==> src/hdl/bounded_key_value_table_macros.svh <==
// ----------------------------------------------------------------------------
// Assertion macros for the key/value table
// Clocked on clk_i and disabled while rst_ni is low.
// ----------------------------------------------------------------------------
`ifndef BOUNDED_KEY_VALUE_TABLE_MACROS_SVH
`define BOUNDED_KEY_VALUE_TABLE_MACROS_SVH

// check a property on every clock edge out of reset
`define BKVT_CHECK(label, prop, msg) \
  label: assert property (@(posedge clk_i) disable iff (!rst_ni) prop) \
    else $error(msg);

// check that the consequent holds whenever the antecedent does
`define BKVT_CHECK_IMPL(label, ante, cons, msg) \
  label: assert property (@(posedge clk_i) disable iff (!rst_ni) (ante) |-> (cons)) \
    else $error(msg);

`endif

==> src/hdl/bkvt_pkg.sv <==
// ----------------------------------------------------------------------------
// bkvt_pkg
// Shared widths, operation codes and interface types of the key/value table.
// ----------------------------------------------------------------------------
package bkvt_pkg;

  localparam int KeyBits      = 32;
  localparam int ValueBits    = 32;
  localparam int CountBits    = 9;
  localparam int PosBits      = 8;
  localparam int OpBits       = 3;
  localparam int DefaultDepth = 256;

  localparam logic [CountBits-1:0] CapacityReset = CountBits'(256);

  localparam logic [OpBits-1:0] OpInsert = 3'd0;
  localparam logic [OpBits-1:0] OpUpdate = 3'd1;
  localparam logic [OpBits-1:0] OpUpsert = 3'd2;
  localparam logic [OpBits-1:0] OpErase  = 3'd3;
  localparam logic [OpBits-1:0] OpLookup = 3'd4;
  localparam logic [OpBits-1:0] OpRead   = 3'd5;

  typedef struct packed {
    logic [OpBits-1:0]    operation;
    logic [KeyBits-1:0]   key_word;
    logic [ValueBits-1:0] value_word;
    logic [PosBits-1:0]   position;
  } req_t;

  typedef struct packed {
    logic                 success;
    logic [KeyBits-1:0]   found_key;
    logic [ValueBits-1:0] found_value;
    logic [CountBits-1:0] entry_count;
    logic                 is_empty;
  } rsp_t;

  // controller to datapath
  typedef struct packed {
    logic load;
    logic scan;
    logic shift;
    logic write_ins;
    logic write_upd;
    logic dec;
    logic finish;
    logic ok;
    logic take_key;
    logic take_value;
  } cmd_t;

  // datapath to controller
  typedef struct packed {
    logic [OpBits-1:0] op;
    logic              hit;
    logic              miss;
    logic              room;
    logic              shift_done;
    logic              read_ok;
  } status_t;

endpackage

==> src/hdl/bkvt_ctrl.sv <==
// ----------------------------------------------------------------------------
// bkvt_ctrl
// Sequencer: dispatch, linear key search, erase shift, indexed read and result issue.
// ----------------------------------------------------------------------------
module bkvt_ctrl
  import bkvt_pkg::*;
(
  input  logic    clk_i,
  input  logic    rst_ni,
  input  logic    start_i,
  input  status_t status_i,
  output cmd_t    cmd_o,
  output logic    busy_o
);

  typedef enum logic [4:0] {
    S_IDLE     = 5'b00001,
    S_DISPATCH = 5'b00010,
    S_SEARCH   = 5'b00100,
    S_SHIFT    = 5'b01000,
    S_READ     = 5'b10000
  } state_e;

  state_e state_q, state_d;

  always_comb begin
    cmd_o   = '0;
    state_d = state_q;
    unique case (state_q)
      S_IDLE: begin
        if (start_i) begin
          cmd_o.load = 1'b1;
          state_d    = S_DISPATCH;
        end
      end
      S_DISPATCH: begin
        unique case (status_i.op)
          OpRead: begin
            state_d = S_READ;
          end
          OpInsert, OpUpdate, OpUpsert, OpErase, OpLookup: begin
            state_d = S_SEARCH;
          end
          default: begin
            // unknown code: report failure, touch nothing
            cmd_o.finish = 1'b1;
            state_d      = S_IDLE;
          end
        endcase
      end
      S_READ: begin
        cmd_o.finish     = 1'b1;
        cmd_o.ok         = status_i.read_ok;
        cmd_o.take_key   = status_i.read_ok;
        cmd_o.take_value = status_i.read_ok;
        state_d          = S_IDLE;
      end
      S_SEARCH: begin
        cmd_o.scan = 1'b1;
        if (status_i.hit) begin
          unique case (status_i.op)
            OpUpdate, OpUpsert: begin
              cmd_o.write_upd = 1'b1;
              cmd_o.finish    = 1'b1;
              cmd_o.ok        = 1'b1;
              state_d         = S_IDLE;
            end
            OpLookup: begin
              cmd_o.finish     = 1'b1;
              cmd_o.ok         = 1'b1;
              cmd_o.take_value = 1'b1;
              state_d          = S_IDLE;
            end
            OpErase: begin
              state_d = S_SHIFT;
            end
            default: begin
              // duplicate key on insert
              cmd_o.finish = 1'b1;
              state_d      = S_IDLE;
            end
          endcase
        end else if (status_i.miss) begin
          cmd_o.finish = 1'b1;
          state_d      = S_IDLE;
          if ((status_i.op == OpInsert || status_i.op == OpUpsert) && status_i.room) begin
            cmd_o.write_ins = 1'b1;
            cmd_o.ok        = 1'b1;
          end
        end
      end
      S_SHIFT: begin
        cmd_o.shift = 1'b1;
        if (status_i.shift_done) begin
          cmd_o.dec    = 1'b1;
          cmd_o.finish = 1'b1;
          cmd_o.ok     = 1'b1;
          state_d      = S_IDLE;
        end
      end
      default: begin
        state_d = S_IDLE;
      end
    endcase
  end

  always_ff @(posedge clk_i or negedge rst_ni) begin
    if (!rst_ni) begin
      state_q <= S_IDLE;
    end else begin
      state_q <= state_d;
    end
  end

  assign busy_o = (state_q != S_IDLE);

endmodule

==> config.mk <==
export PLATFORM = sky130hd
export DESIGN_NAME = bkvt_ctrl
export DESIGN_NICKNAME = d
export VERILOG_FILES = /design/src/hdl/bounded_key_value_table_macros.svh /design/src/hdl/bkvt_pkg.sv /design/src/hdl/bkvt_ctrl.sv
export SDC_FILE = /design/constraint.sdc
export NUM_CORES = 1
export LEC_CHECK = 0
export BUFFER_PORTS_ARGS = -buffer_cell sky130_fd_sc_hd__buf_2
export CORE_AREA = 2 2 39 41
export DETAILED_ROUTE_END_ITERATION = 10
export DIE_AREA = 0 0 41 43
export GPL_TIMING_DRIVEN = 0
export SLEW_MARGIN = 20
export SYNTH_ARGS = -nofsm -noshare
export SYNTH_HDL_FRONTEND = slang
export SYNTH_SLANG_ARGS = --single-unit
==> constraint.sdc <==
create_clock -name clk_i -period 3.7 [get_ports clk_i]
set_clock_uncertainty 0.15 [all_clocks]
set_input_delay 0.185 -clock clk_i [delete_from_list [all_inputs] [get_ports clk_i]]
set_output_delay 0.185 -clock clk_i [all_outputs]
set_load 0.02 [all_outputs]
# After elaboration in Yosys (flattened, before gate mapping)
# Index checks and enable logic that the tools add are counted.
# W data, S select, Z words.
# word_totals
ff_bits,5
latch_bits,0
ramBits,0
rom_bits,0
input_bits,11
out_inout_bits,11
wordCells,53
mem_count,0
# op_classes
n_addsub,0
n_mul,0
n_div,0
n_lt_le_gt_ge,0
n_eq_ne,14
shift,0
n_mux,30
n_bitwise,0
reduce_logical,8
# op_table
operator,n
$mux W5,4
$pmux W5 S4,1
$mux W1,16
$pmux W5 S2,1
$eq A3 B2 Y1 const B,2
$eq A3 B3 Y1 const B,2
$mux W2,3
$reduce_or A6 Y1,1
$eq A5 B1 Y1 const B,1
$eq A5 B2 Y1 const B,1
$eq A5 B3 Y1 const B,1
$eq A5 B4 Y1 const B,1
$eq A5 B5 Y1 const B,1
$ne A5 B1 Y1 const B,1
$reduce_or A5 Y1,1
$mux W4,1
$ne A2 B2 Y1 const B,2
$pmux W1 S4,1
$eq A3 B1 Y1 const B,1
$logic_not A3 Y1,1
$mux W3,1
$ne A3 B3 Y1 const B,1
$pmux W1 S3,1
$reduce_and A3 Y1,1
other kinds (5),5

# Depth between registers and ports, before layout
# Gate-level depths: netlist of run 1.
# depth
ltp_word,7
depth_mapped,5
ltp_nobuf,5

# Worst setup path before layout of run 1
# Ideal clock, no wire load.
# synth_path
kind,reg2out
start,reg state_q[3]
end,out cmd_o[2] (netlist bit)
arrival_time_ns,1.519
required_ns,3.365
setup_slack_ns,1.846
path_stages_with_launch,5
path_buffers,0
cell_sequence,dfrtp_1 > nor2_1 > nand3_2 > nor3_1 > or4b_1
# synth_rtl
item,line_no,rtl
start: declaration,bkvt_ctrl.sv:24,"state_e state_q, state_d;"
start signal: assignment,bkvt_ctrl.sv:111,state_q <= state_d;
end: declaration,bkvt_ctrl.sv:12,"output cmd_t cmd_o,"

==> impl_metrics.csv, run 1 <==
group,metric,value,unit
timing,rsz0062_at_grt,"false",
timing,max-slew-margin-rel,82.4,%
timing,setup_viol,0,
route,drtAntennaViolNets,0,
route,vias,442,
synthesis,synth.avg_cell_area,8.23,um^2
global_routing,grt_pass1_wl,1400,um
route,dr.pass1.iters,2,
clocking,cts_sinks,5,
synthesis,ys_seq_area_share,29.5,%
synthesis,yosysUniqueCellTypes,32,
setup_path,slowest_delay,0.58,ns
clocking,htreeDepth,1,
clocking,cts-buffers-inserted,3,
route,wl,925,um
clocking,cts-root-buf,"clkbuf_4",
floorplanning,rows,14,
timing,tns,0,ns
place,hpwl,774,um
cells_and_area,layout_common_cells,"buf_2, nor2_1, nor3_1, dfrtp_1",
floorplanning,start_util,30.9,%
pwr,internal_power,0.000157,W
pwr,p_clk_share,24.2,%
pwr,vdd_drop_max,0.236,mV
synthesis,synth_nets,63,
synthesis,synthCells,52,
timing,setup_ws,1.60,ns
place,port_buffers,21,
run,maxCapViolCount,0,
synthesis,ys_seq_elements,5,
pwr,pwr-share-seq,34.8,%
pwr,p_sw_share,39.0,%
synthesis,synthTopCellsByArea,"dfrtp_1, dfstp_2, and3_4",
synthesis,synth_top_cell_area_share,23.4,%
timing,drv_slew,0,
timing,period_minus_slack,2.10,ns
place,dp.cells,89,
global_routing,antenna_found_initial,0,
floorplanning,die_w,41,um
timing,max_freq,475,MHz
floorplanning,die_h,43,um
route,drc_errors,0,
pwr,p_total,0.000257,W
pwr,p_per_area,435,nW/um^2
clocking,post-cts-setup-buffers,0,
setup_path,arrival,1.77,ns
cells_and_area,final_nets,90,
pwr,p_leak,0.318,nW
timing,worst_pin_slew,0.262,ns
setup_path,crit_fanout,7,
min_path,hp-class,"input pin to register",
synthesis,mappedNetlistArea,428,um^2
cells_and_area,fin_cells,94,
clocking,clk-insertion-delay-late,0.24,ns
floorplanning,dieArea,1760,um^2
route,wl_per_cell,9.84,um
cells_and_area,final_util,42.6,%
synthesis,yosysTopAreaCell,"dfrtp_1",
setup_path,slowest_stage,"dfstp_2",
route,post_drt_via_cell_ratio,4.70,
clocking,path_clk_slew,0.04,ns
clocking,cts_tree,"done",
pwr,comb_power_share,41.0,%
cells_and_area,largestRegisters,"state_q (5)",
timing,finalHoldViolCount,0,
setup_path,critPathRequiredTime,3.37,ns
route,drt_iter0_drc,6,
setup_path,crit_path_end_kind,"output pin",
pwr,switching_power,0.0000999,W
cells_and_area,top_register,"state_q",
cells_and_area,largest_reg_flops,5,
run_status,outcome,"completed",
timing,period_share,56.8,%
global_routing,grt_use_total,11.7,%
floorplanning,num_io_pins,22,
place,dp_slack,1.84,ns
cells_and_area,syn_to_final_growth,37.7,%
global_routing,globalRoute.totalOverflow,0,
setup_path,cp_cell_sequence,"nor2_1, nand3_2, inv_2, a21oi_2, or4b_1, buf_2",
setup_path,criticalPathCategory,"register to output pin",
cells_and_area,drive_gt1_share,41.0,%
setup_path,worst_setup_path_start_kind,"register",
clocking,clk_path_buf_depth,2,
global_routing,grt_pass1_vias,358,
floorplanning,core_area,1380,um^2
place,gp_congestion,0.692,
global_routing,grt_start_max_net_pins,8,
cells_and_area,layout_commonest_cell,"buf_2",
cells_and_area,diodes,0,
synthesis,synth_warnings,0,
==> worst paths after layout <==
| kind | startpoint | end | slack [ns] | cells after the start |
|---|---|---|---|---|
| hold / removal | start_i | state_q[1] | 0.05 | 3 |
| max in group asynchronous | rst_ni | state_q[0] | 3.05 | 2 |
| hold reg to reg | state_q[0] | state_q[1] | 0.46 | 2 |
| min in group asynchronous | rst_ni | state_q[3] | 0.14 | 2 |
| setup / recovery | state_q[0] | cmd_o[2] | 1.60 | 6 |
| setup reg to reg | state_q[2] | state_q[0] | 2.19 | 4 |
==> layout make-up <==
type                       count  area, um^2
inverter                       3        11.3
clock buffer                   4        26.3
tap                           16        20.0
multi-input combinational     44         290
sequential                     5         126
fill                         148         795
timing repair buffer          22         115
==> routing by layer <==
| metal | routed length [um] | track usage [%] |
|---|---|---|
| met5 | 0 | 0 |
| met4 | 0 | 8.00 |
| met3 | 59 | 1.57 |
| met2 | 428 | 17.2 |
| met1 | 438 | 15.1 |
==> logic make-up after synthesis <==
kind of cell              synth area share [%]
muxes                                     2.34
AOI/OAI and AO/OA                         16.1
buffers and inverters                     2.63
xor gates and xnor gates                  2.05
and+or+nand+nor                           47.4
DFF                                       29.5
==> metrics by stage <==
stage	hold slack [ns]	area [um^2]
after floorplan	-0.261	428
after global placement	-0.150	553
after detailed placement	-0.148	553
after CTS	0.0355	589
after global routing	0.0632	589
final	0.0460	589
==> power groups by stage <==
stage	logic (W)	clock network (W)	registers (W)
2_1_floorplan	0.0000750	0	0.0000863
3_3_place_gp	0.000105	0	0.0000907
3_5_place_dp	0.000106	0	0.0000901
4_1_cts	0.000107	0.0000647	0.0000893
5_1_grt	0.000119	0.0000689	0.0000915
6_report	0.000105	0.0000622	0.0000892
==> cell usage after synthesis, drive strengths merged <==
master,number
nor2,6
nor3,5
dfrtp,4
nand3,4
and3,3
inv,3
nand2,3
nor2b,3
a21oi,2
o21ai,2
a21boi,1
a21o,1
a311oi,1
and2,1
and3b,1
dfstp,1
mux2i,1
nand2b,1
nand3b,1
nand4b,1
nor3b,1
o211ai,1
o21a,1
o22ai,1
or2,1
or4b,1
xnor2,1
==> what timing repair did <==
item | 4_1_cts | 5_1_grt
resized for setup | 0 | 0
endpoints found under the hold margin | 5 | 0
hold buffers | 1 | 0
==> critical path, delay by kind of cell, from the launching register on <==
family | cells | cell delay [ns]
buf+inv | 2 | 0.24
simple gates | 3 | 0.61
compound gates | 1 | 0.10
flops | 1 | 0.58
Power figures use the tool's default switching activity.
==> inputs of run 2 (changes only) <==
- clock period: 3.7 -> 1.8 ns (I/O delays scaled with it)
==> impl_metrics.csv, run 2 (synthesis results as in run 1) <==
group,metric,value,unit
place,hpwl,774,um
global_routing,grt_pass1_wl,1590,um
floorplanning,start_util,30.9,%
cells_and_area,diodes,0,
setup_path,r2r_setup_slack,0.28,ns
floorplanning,rows,14,
global_routing,globalRoute.totalOverflow,0,
setup_path,crit_start,"state_q[0]",
floorplanning,core_area,1380,um^2
setup_path,crit_path_end_kind,"output pin",
route,drt_iter0_drc,8,
min_path,hp-class,"input pin to register",
timing,setup_viol,1,
setup_path,slowest_stage,"dfstp_2",
clocking,clk_path_buf_depth,2,
route,wl_per_cell,10.1,um
min_path,holdPathEnd,"state_q[4]",
global_routing,grt_pass1_vias,399,
place,port_buffers,21,
floorplanning,die_w,41,um
timing,drv_slew,0,
setup_path,worst-path-stages,5,
cells_and_area,final_nets,95,
clocking,htreeDepth,1,
cells_and_area,syn_to_final_growth,50.6,%
pwr,p_leak,0.341,nW
cells_and_area,drive_gt1_share,44.6,%
global_routing,grt_start_max_net_pins,7,
setup_path,cp_top_family,"simple AND/OR/NAND/NOR gates",
route,drc_errors,0,
run_status,outcome,"finished with violations",
place,dp_slack,0.0317,ns
min_path,hp-start,"status_i[5]",
clocking,cts-root-buf,"clkbuf_4",
timing,period_share,109,%
route,wl,1000,um
setup_path,reg2reg_to,"state_q[0]",
setup_path,path_buf_inv,1,
global_routing,grt_use_total,13.0,%
floorplanning,num_io_pins,22,
cells_and_area,largest_reg_flops,5,
cells_and_area,largestRegisters,"state_q (5)",
pwr,p_per_area,861,nW/um^2
global_routing,antenna_found_initial,0,
setup_path,arrival,1.72,ns
route,post_drt_via_cell_ratio,4.76,
clocking,cts-buffers-inserted,3,
run,maxCapViolCount,0,
floorplanning,dieArea,1760,um^2
timing,setup_ws,-0.160,ns
setup_path,critPathRequiredTime,1.56,ns
timing,finalHoldViolCount,0,
cells_and_area,top_register,"state_q",
setup_path,worst_setup_path_start_kind,"register",
clocking,path_clk_slew,0.04,ns
timing,worst_pin_slew,0.260,ns
setup_path,cp_cell_sequence,"nor3_2, and3_4, a21oi_2, or4b_4, buf_6",
setup_path,r2r-start,"state_q[2]",
clocking,cts_sinks,5,
floorplanning,die_h,43,um
route,drtAntennaViolNets,0,
setup_path,criticalPathCategory,"register to output pin",
cells_and_area,layout_commonest_cell,"buf_2",
pwr,vdd_drop_max,0.491,mV
clocking,clk-insertion-delay-late,0.24,ns
timing,max-slew-margin-rel,82.6,%
setup_path,slowest_delay,0.55,ns
timing,rsz0062_at_grt,"true",
setup_path,crit_fanout,4,
pwr,p_total,0.000555,W
cells_and_area,fin_cells,99,
timing,period_minus_slack,1.96,ns
place,dp.cells,89,
setup_path,rr_worst_depth,4,
clocking,cts_tree,"done",
run_status,violations,"negative setup slack",
route,vias,471,
route,dr.pass1.iters,3,
timing,max_freq,510,MHz
place,gp_congestion,0.692,
cells_and_area,layout_common_cells,"buf_2, nor2_1, nor3_1, dfrtp_1",
min_path,min_path_cells,2,
run 2: cell type report:
type	instances	area, um^2
fill	146	739
tap	16	20.0
clock buffer	4	26.3
multi-input combinational	44	297
timing repair buffer	27	164
inverter	3	11.3
sequential	5	126
run 2: how the worst max path moves through the flow:
stage / to / slack, ns
2_1_floorplan: cmd_o[2] / 0.04
3_3_place_gp: cmd_o[2] / 0.04
3_5_place_dp: cmd_o[2] / 0.03
4_1_cts: cmd_o[2] / -0.17
5_1_grt: cmd_o[2] / -0.22
6_report: cmd_o[2] / -0.16
run 2: metrics by stage:
stage	util, %	hold slack, ns	setup TNS (ns)	cell area (um^2)
3_3_place_gp	40.0	-0.245	0	553
6_report	46.6	0.0315	-0.160	644
5_1_grt	46.6	0.0330	-0.303	644
3_5_place_dp	40.0	-0.243	0	553
4_1_cts	46.4	0.0264	-0.173	642
2_1_floorplan	-	-0.356	0	428
run 2: what timing repair did:
| action | CTS | global route |
|---|---|---|
| gates resized for setup | 3 | 1 |
| endpoints found under the hold margin | 8 | 0 |
| endpoints found under the setup margin | 1 | 3 |
| hold buffers | 3 | 0 |
| setup buffers | 3 | 0 |
| cloned | 0 | 0 |
run 2: routing by layer:
metal | global-route usage, % | routed length (um)
met4 | 8.00 | 0
met1 | 16.7 | 452
met5 | 0 | 0
met3 | 1.57 | 59
met2 | 19.7 | 490
run 2: worst register-to-register path, cell delays in order, from the launching register on:
cell and delay, ns:
dfrtp_1 0.43, nor3_1 0.24, and3b_1 0.23, nand3_1 0.12, a311oi_1 0.25
run 2: power by group:
| part | internal (W) | total [W] | switching (W) |
|---|---|---|---|
| clock | 0.0000837 | 0.000128 | 0.0000441 |
| sequential | 0.000145 | 0.000176 | 0.0000300 |
| combinational | 0.000114 | 0.000252 | 0.000138 |
| total | 0.000343 | 0.000555 | 0.000212 |
